### config.mk
export PLATFORM = sky130hd
export DESIGN_NAME = svm_voice
export DESIGN_NICKNAME = d
export VERILOG_FILES = /design/src/rtl/svm_pkg.sv /design/src/rtl/svm_voice.sv
export SDC_FILE = /design/constraint.sdc
export NUM_CORES = 1
export LEC_CHECK = 0
export ABC_AREA = 1
export ABC_CLOCK_PERIOD_IN_PS = 5900
export BUFFER_PORTS_ARGS = -buffer_cell sky130_fd_sc_hd__buf_2
export CORE_MARGIN = 2
export CORE_UTILIZATION = 38
export DETAILED_ROUTE_END_ITERATION = 16
export GPL_TIMING_DRIVEN = 1
export PLACE_DENSITY = 0.65
export SETUP_SLACK_MARGIN = 0.15
export SYNTH_ARGS = -nofsm -noshare
export SYNTH_HDL_FRONTEND = slang
export SYNTH_SLANG_ARGS = --single-unit
### constraint.sdc
create_clock -name clk -period 5.9 [get_ports clk]
set_input_delay 0.295 -clock clk [delete_from_list [all_inputs] [get_ports clk]]
set_output_delay 0.295 -clock clk [all_outputs]
set_load 0.02 [all_outputs]
### src/rtl/svm_pkg.sv
`timescale 1ns / 1ps
`default_nettype none

package svm_pkg;

	localparam int SAMPLE_WORDS = 16384;
	localparam int FRAC_BITS    = 10;
	localparam int ADDR_W       = $clog2(SAMPLE_WORDS);
	localparam int BANK_DEPTH   = SAMPLE_WORDS / 2;
	localparam int BANK_AW      = ADDR_W - 1;
	localparam int CNT_W        = 15;
	// one spare bit: the step can carry the phase past the largest count
	localparam int PHASE_W      = CNT_W + FRAC_BITS + 1;
	localparam int IDX_W        = PHASE_W - FRAC_BITS;
	localparam int CURSOR_W     = 17;

	localparam logic signed [15:0] S16_MAX = 16'sh7FFF;
	localparam logic signed [15:0] S16_MIN = 16'sh8000;

	localparam logic [15:0] GAIN_UNITY = 16'h8000;
	localparam logic [15:0] STEP_UNITY = 16'h0400;

	typedef enum logic [1:0] {
		OP_LOAD  = 2'd0,
		OP_MIX   = 2'd1,
		OP_START = 2'd2,
		OP_STOP  = 2'd3
	} svm_op_t;

	typedef enum logic [2:0] {
		CFG_SAMPLE_COUNT = 3'd0,
		CFG_STEREO       = 3'd1,
		CFG_LEFT_GAIN    = 3'd2,
		CFG_RIGHT_GAIN   = 3'd3,
		CFG_PHASE_STEP   = 3'd4,
		CFG_LOOPING      = 3'd5,
		CFG_PAUSED       = 3'd6,
		CFG_START_FRAME  = 3'd7
	} svm_cfg_idx_t;

	typedef struct packed {
		svm_op_t            op;
		logic signed [15:0] left_in;
		logic signed [15:0] right_in;
		logic [ADDR_W-1:0]  sample_address;
		logic signed [15:0] sample_value;
	} svm_item_t;

	typedef struct packed {
		logic signed [15:0]  left_out;
		logic signed [15:0]  right_out;
		logic                voice_done;
		logic [CURSOR_W-1:0] play_cursor;
	} svm_result_t;

	typedef struct packed {
		logic [CNT_W-1:0] sample_count;
		logic             stereo;
		logic [15:0]      left_gain;
		logic [15:0]      right_gain;
		logic [15:0]      phase_step;
		logic             looping;
		logic             paused;
		logic [CNT_W-1:0] start_frame;
	} svm_cfg_t;

	// beat handed from the phase stage to the mix datapath
	typedef struct packed {
		logic                mix;
		logic                stereo;
		logic                odd;
		logic                zero;
		logic signed [15:0]  left_in;
		logic signed [15:0]  right_in;
		logic                voice_done;
		logic [CURSOR_W-1:0] play_cursor;
	} svm_issue_t;

	typedef struct packed {
		logic               we_even;
		logic               we_odd;
		logic [BANK_AW-1:0] waddr;
		logic signed [15:0] wdata;
		logic               re;
		logic [BANK_AW-1:0] raddr;
	} svm_ram_req_t;

endpackage

`default_nettype wire

### src/rtl/svm_voice.sv
`timescale 1ns / 1ps
`default_nettype none

module svm_voice
	import svm_pkg::*;
(
	input  wire logic         clk,
	input  wire logic         arst_n,
	input  wire svm_cfg_t     cfg,
	input  wire logic         accept,
	input  wire svm_item_t    item,
	output svm_issue_t        issue,
	output svm_ram_req_t      ram_req
);

	logic [PHASE_W-1:0] phase_q;
	logic               finished_q;
	logic [PHASE_W-1:0] phase_n;
	logic               finished_n;

	always_comb begin
		logic [IDX_W-1:0]   idx;
		logic [IDX_W-1:0]   idx_n;
		logic [IDX_W-1:0]   count_x;
		logic               active;
		logic               in_range;
		logic [PHASE_W-1:0] ph1;
		logic [PHASE_W-1:0] wrap;
		logic               past_end;
		logic [CNT_W-1:0]   first;
		logic [IDX_W+1:0]   cur4;
		logic [IDX_W+1:0]   cur2;

		idx      = phase_q[PHASE_W-1:FRAC_BITS];
		count_x  = IDX_W'(cfg.sample_count);
		active   = !cfg.paused && !finished_q;
		in_range = idx < count_x;
		ph1      = (active && in_range) ? phase_q + PHASE_W'(cfg.phase_step) : phase_q;
		past_end = ph1[PHASE_W-1:FRAC_BITS] >= count_x;
		wrap     = ph1 - (PHASE_W'(cfg.sample_count) << FRAC_BITS);
		first    = (cfg.start_frame < cfg.sample_count) ? cfg.start_frame : cfg.sample_count;

		phase_n    = phase_q;
		finished_n = finished_q;
		case (item.op)
			OP_MIX: begin
				if (active) begin
					phase_n = (past_end && cfg.looping) ? wrap : ph1;
					if (past_end && !cfg.looping) begin
						finished_n = 1'b1;
					end
				end
			end
			OP_START: begin
				phase_n    = PHASE_W'(first) << FRAC_BITS;
				finished_n = 1'b0;
			end
			OP_STOP: begin
				finished_n = 1'b1;
			end
			default: begin
			end
		endcase

		idx_n = phase_n[PHASE_W-1:FRAC_BITS];
		cur4  = {idx_n, 2'b00};
		cur2  = {1'b0, idx_n, 1'b0};

		issue.mix         = (item.op == OP_MIX) && active && in_range;
		issue.stereo      = cfg.stereo;
		issue.odd         = idx[0];
		// reads past the store give silence
		issue.zero        = cfg.stereo ? (idx >= IDX_W'(BANK_DEPTH))
		                               : (idx >= IDX_W'(SAMPLE_WORDS));
		issue.left_in     = item.left_in;
		issue.right_in    = item.right_in;
		issue.voice_done  = finished_n;
		issue.play_cursor = cfg.stereo ? cur4[CURSOR_W-1:0] : cur2[CURSOR_W-1:0];

		ram_req.re      = accept && issue.mix;
		ram_req.raddr   = cfg.stereo ? idx[BANK_AW-1:0] : idx[BANK_AW:1];
		ram_req.we_even = accept && (item.op == OP_LOAD) && !item.sample_address[0];
		ram_req.we_odd  = accept && (item.op == OP_LOAD) && item.sample_address[0];
		ram_req.waddr   = item.sample_address[ADDR_W-1:1];
		ram_req.wdata   = item.sample_value;
	end

	always_ff @(posedge clk or negedge arst_n) begin
		if (!arst_n) begin
			phase_q    <= '0;
			finished_q <= 1'b1;
		end else if (accept) begin
			phase_q    <= phase_n;
			finished_q <= finished_n;
		end
	end

	a_stop_finishes: assert property (@(posedge clk) disable iff (!arst_n)
		accept && item.op == OP_STOP |=> finished_q)
		else $error("voice still active after stop");

	a_start_aligned: assert property (@(posedge clk) disable iff (!arst_n)
		accept && item.op == OP_START |=> !finished_q && phase_q[FRAC_BITS-1:0] == '0)
		else $error("start left voice finished or phase unaligned");

	a_load_one_bank: assert property (@(posedge clk) disable iff (!arst_n)
		accept && item.op == OP_LOAD |-> ram_req.we_even != ram_req.we_odd)
		else $error("load must hit exactly one bank");

	a_no_rw_clash: assert property (@(posedge clk) disable iff (!arst_n)
		!(ram_req.re && (ram_req.we_even || ram_req.we_odd)))
		else $error("read and write issued for one beat");

endmodule

`default_nettype wire

# --- Word-level counts from Yosys, hierarchy flattened ---
# Index checks and enable logic that the tools add are counted.
totals:
  regBits: 27
  inputBits: 148
  output_inout_bits: 99
classes:
  n_addsub: 2
  order_cmp: 5
  eq_ne: 4
  mux: 11
  reduce_logical: 17
op_table:
  columns: ["operator", "count"]
  rows:
  - ["26-bit two-way mux", 3]
  - ["26-bit case mux with 2 select lines", 1]
  - ["26-bit by 16-bit adder with 26-bit output", 1]
  - ["26-bit by 25-bit subtractor with 26-bit output", 1]
  - ["17-bit two-way mux", 1]
  - ["16-bit by 14-bit >= comparator with 1-bit output (second input constant)", 1]
  - ["16-bit by 15-bit >= comparator with 1-bit output", 1]
  - ["16-bit by 15-bit >= comparator with 1-bit output (second input constant)", 1]
  - ["16-bit by 15-bit less-than comparator with 1-bit output", 1]
  - ["15-bit less-than comparator", 1]
  - ["15-bit two-way mux", 1]
  - ["13-bit two-way mux", 1]
  - ["1-bit logical AND", 10]
  - ["2-bit == test (second input constant)", 2]
  - ["1-bit logical NOT", 4]
  - ["1-bit two-way mux", 3]
  - ["1-bit case mux with 3 select lines", 1]
  - ["3-bit AND reduction", 1]
  - ["2-bit by 1-bit == test with 1-bit output (second input constant)", 1]
  - ["2-bit logical NOT", 1]
  - ["2-bit != test (second input constant)", 1]
  - ["2-bit nonzero test", 1]

# --- Depth between registers and ports, before layout ---
depth:
  word_depth: 10
  ltp_mapped: 33
  ltp_nobuf: 33

# --- Worst setup path after synthesis ---
# No wires, ideal clock.
synth_path:
  path_type: "register to output"
  start: "register phase_q[0]"
  end: "output port issue[1] (netlist bit)"
  t_arrival_ns: 4.187
  setup_slack_ns: 1.418
  path_stages_with_launch: 30
  n_path_buf: 1
  cell_sequence: "dfrtp_1 ha_1 fa_1 nand3_1 nand3_1 nand2_1 nand3_1 nand2_1 nand2_1 or2_2 nand3_1 nand2_1 inv_1 ha_1 inv_1 fa_1 nand3_1 nand2_1 nand2_1 nand2_1 nand3b_1 nand2_1 a21oi_1 nand3_4 buf_4 nand3_1 nand3_2 nand2_2 nand2_1 nor2_1"
synth_rtl:
  columns: ["item", "line", "text"]
  rows:
  - ["start, declared", "svm_voice.sv:16", "logic [PHASE_W-1:0] phase_q;"]
  - ["start signal, assigned", "svm_voice.sv:93", "phase_q <= phase_n;"]
  - ["end, declared", "svm_voice.sv:12", "output svm_issue_t issue,"]

==> results.py <==
metrics = {
    "status": {
        "outcome": "finished, final reports clean",
    },
    "sta": {
        "rsz0062_at_grt": "false",
        "skew_ns": 0.00579,
        "max_freq_mhz": 187,
        "fin_crit_ns": 5.35,
        "hold_slack_ns": 0.0573,
        "hold_viol_final": 0,
        "max_slew_margin": 0.352,
        "worstMarginPinSlew_ns": 0.969,
        "tns_ns": 0,
        "setup_viol": 0,
        "post-route-period-util": 0.906,
        "slew_viol_final": 0,
    },
    "global_route": {
        "first_global_vias": 6039,
        "grt_max_degree": 45,
        "grt_overflow": 0,
        "track_usage": 0.224,
        "antenna_found_initial": 0,
        "grt_pass1_wl_um": 30400,
    },
    "floorplanning": {
        "placementRows": 46,
        "start_util": 0.385,
        "fp.dieArea_um2": 16900,
        "coreArea_um2": 15700,
        "die_h_um": 130,
        "die_width_um": 130,
        "ios": 247,
    },
    "route": {
        "wl_met2_um": 8670,
        "avgViaCountPerCell": 5.15,
        "drc": 0,
        "wl_per_cell_um": 15.1,
        "routed-wl-met3_um": 1220,
        "vias": 6438,
        "top_layer": "met4",
        "met1Wirelength_um": 8470,
        "wl_um": 18800,
        "first_iter_violations": 443,
        "dr.pass1.iters": 6,
        "ant_nets": 0,
    },
    "synth": {
        "syn_area_um2": 6050,
        "yosys.area.top_type": "nand2_1",
        "synthFlopType": "dfrtp_1",
        "synth_nets": 1240,
        "synth_warnings": 0,
        "synth_seq_cells": 27,
        "yosysSeqAreaShare": 0.112,
        "synth_cells": 1026,
        "synth_enable_flop_cells": 0,
        "synthArstFlopShare": 1.00,
        "synth_cell_types": 46,
        "yosys-top-cells-area": "nand2_1, ha_1, dfrtp_1",
        "yosysTopAreaCellShare": 0.195,
        "syn_area_per_cell_um2": 5.90,
    },
    "cts": {
        "cts_num_sinks": 27,
        "numCtsBuffers": 3,
        "insertion_delay_ns": 0.28,
        "cts_root_buf": "clkbuf_16",
        "clk_pin_slew_worst_paths_ns": 0.08,
        "htree_levels": 1,
        "cts_buffer_depth": 2,
        "cts_tree": "built",
    },
    "pwr": {
        "p_leak_nw": 3.52,
        "peakVddDrop_uv": 139,
        "power_density_nw_per_um2": 236,
    },
    "setup_path": {
        "crit_family": "simple AND/OR/NAND/NOR gates",
        "crit_type": "reg2out",
        "startpoint_type": "flop",
        "crit_top_cell": "nand2_1",
        "path_buf_inv": 4,
        "crit_arrival_ns": 5.05,
        "path_max_fanout": 8,
        "crit_slowest_cell": "fa_2",
        "end_kind": "output pin",
        "required_ns": 5.61,
        "slowest_delay_ns": 0.42,
    },
    "place": {
        "place_congestion": 1.02,
        "dpl.hpwl_um": 15400,
        "portBuffers": 91,
        "dpl_cell_area_um2": 6170,
    },
    "layout": {
        "fin_area_um2": 6300,
        "fin_nets": 1249,
        "area_growth_pct": 4.07,
        "drive_gt1_frac": 0.142,
        "diodes": 0,
        "nFillCells": 1778,
    },
    "job": {
        "drv_cap": 0,
    },
    "min_path": {
        "hp-class": "in2async",
    },
}
cells in the mapped netlist (2+ instances only):
cell,count
nor2_4,2
xor2_1,8
buf_2,9
nand3b_1,3
nor2_1,69
o21ai_0,63
clkinv_1,2
o221ai_1,8
clkbuf_1,13
buf_4,70
fa_1,2
inv_1,116
nand3_2,9
dfrtp_1,26
a21oi_1,51
nor3_1,7
nand4_1,18
xnor2_1,16
o21bai_1,5
ha_1,64
nor4_1,2
nand3_1,101
inv_2,5
nand2_1,315
o211ai_1,2
nor2_2,6
nand2_2,15
registers in the layout, summed over array words and instances, names as in the netlist:
| signal | flops |
|---|---|
| phase_q | 26 |
| finished_q | 1 |
metrics by stage:
stage | instances | power [W] | setup slack, ns | utilization
2_1_floorplan | 1026 | 0.00108 | 1.42 | -
5_1_grt | 1250 | 0.00164 | 0.210 | 0.401
4_1_cts | 1247 | 0.00145 | 0.437 | 0.398
6_report | 1250 | 0.00149 | 0.553 | 0.401
3_3_place_gp | 1243 | 0.00127 | 0.766 | 0.392
3_5_place_dp | 1243 | 0.00128 | 0.727 | 0.392
path summary, 6_finish.rpt:
check,from,end,slack [ns],depth (start not counted)
worst max-delay path,phase_q[0],issue[9],0.55,30
worst min-delay path,arst_n,phase_q[4],0.06,1
worst max register to register,phase_q[0],phase_q[11],1.21,30
worst min register to register,phase_q[5],phase_q[5],0.49,2
max in group asynchronous,arst_n,phase_q[16],5.40,1
min in group clk,cfg[17],phase_q[0],0.38,3
power breakdown:
part           leakage (nW)  internal [W]  total (W)  switching [W]
Sequential            0.350      0.000210   0.000263      0.0000527
Combinational          3.14      0.000364    0.00105       0.000687
Clock                0.0371     0.0000928   0.000173      0.0000799
layout by cell type (no fill, tap or decap), drive strengths merged, types with 8 or more instances in the layout:
cell type / instances
inv: 121
xnor2: 16
o21ai: 64
xor2: 8
buf: 96
dfrtp: 26
nand3: 111
nor2: 77
o221ai: 8
nand4: 20
ha: 64
a21oi: 52
nand2: 331
repair_timing:
item,CTS,global route
endpoints found under the setup margin,0,16
hold buffers,0,0
gates resized for setup,0,2
setup buffers,0,3
endpoints found under the hold margin,0,0
cell families after synthesis:
group | Yosys count | share of synthesized area
multiplexers | 1 | 0.00165
AO/OA/AOI/OAI | 138 | 0.127
other | 1 | 0.000620
flip-flops | 27 | 0.112
AND/OR/NAND/NOR | 553 | 0.405
buffers and inverters | 216 | 0.181
adder cells (fa/ha/maj) | 66 | 0.139
XOR/XNOR | 24 | 0.0347
metal layers:
layer	global-route usage	up-vias
li1	-	3291
met1	0.305	2866
met2	0.374	247
met3	0.0221	34
met4	0.0664	0
met5	0	-
layout make-up:
type                    count  area, um^2  share of cell area
multi-input cells         783        4290               0.682
repair buffers             97         513              0.0815
well taps                 216         270              0.0429
clock inverters             1        7.51             0.00119
inverters                 123         462              0.0733
flip-flops and latches     27         677               0.108
clock buffers               3        75.1              0.0119
Power figures use the tool's default switching activity.
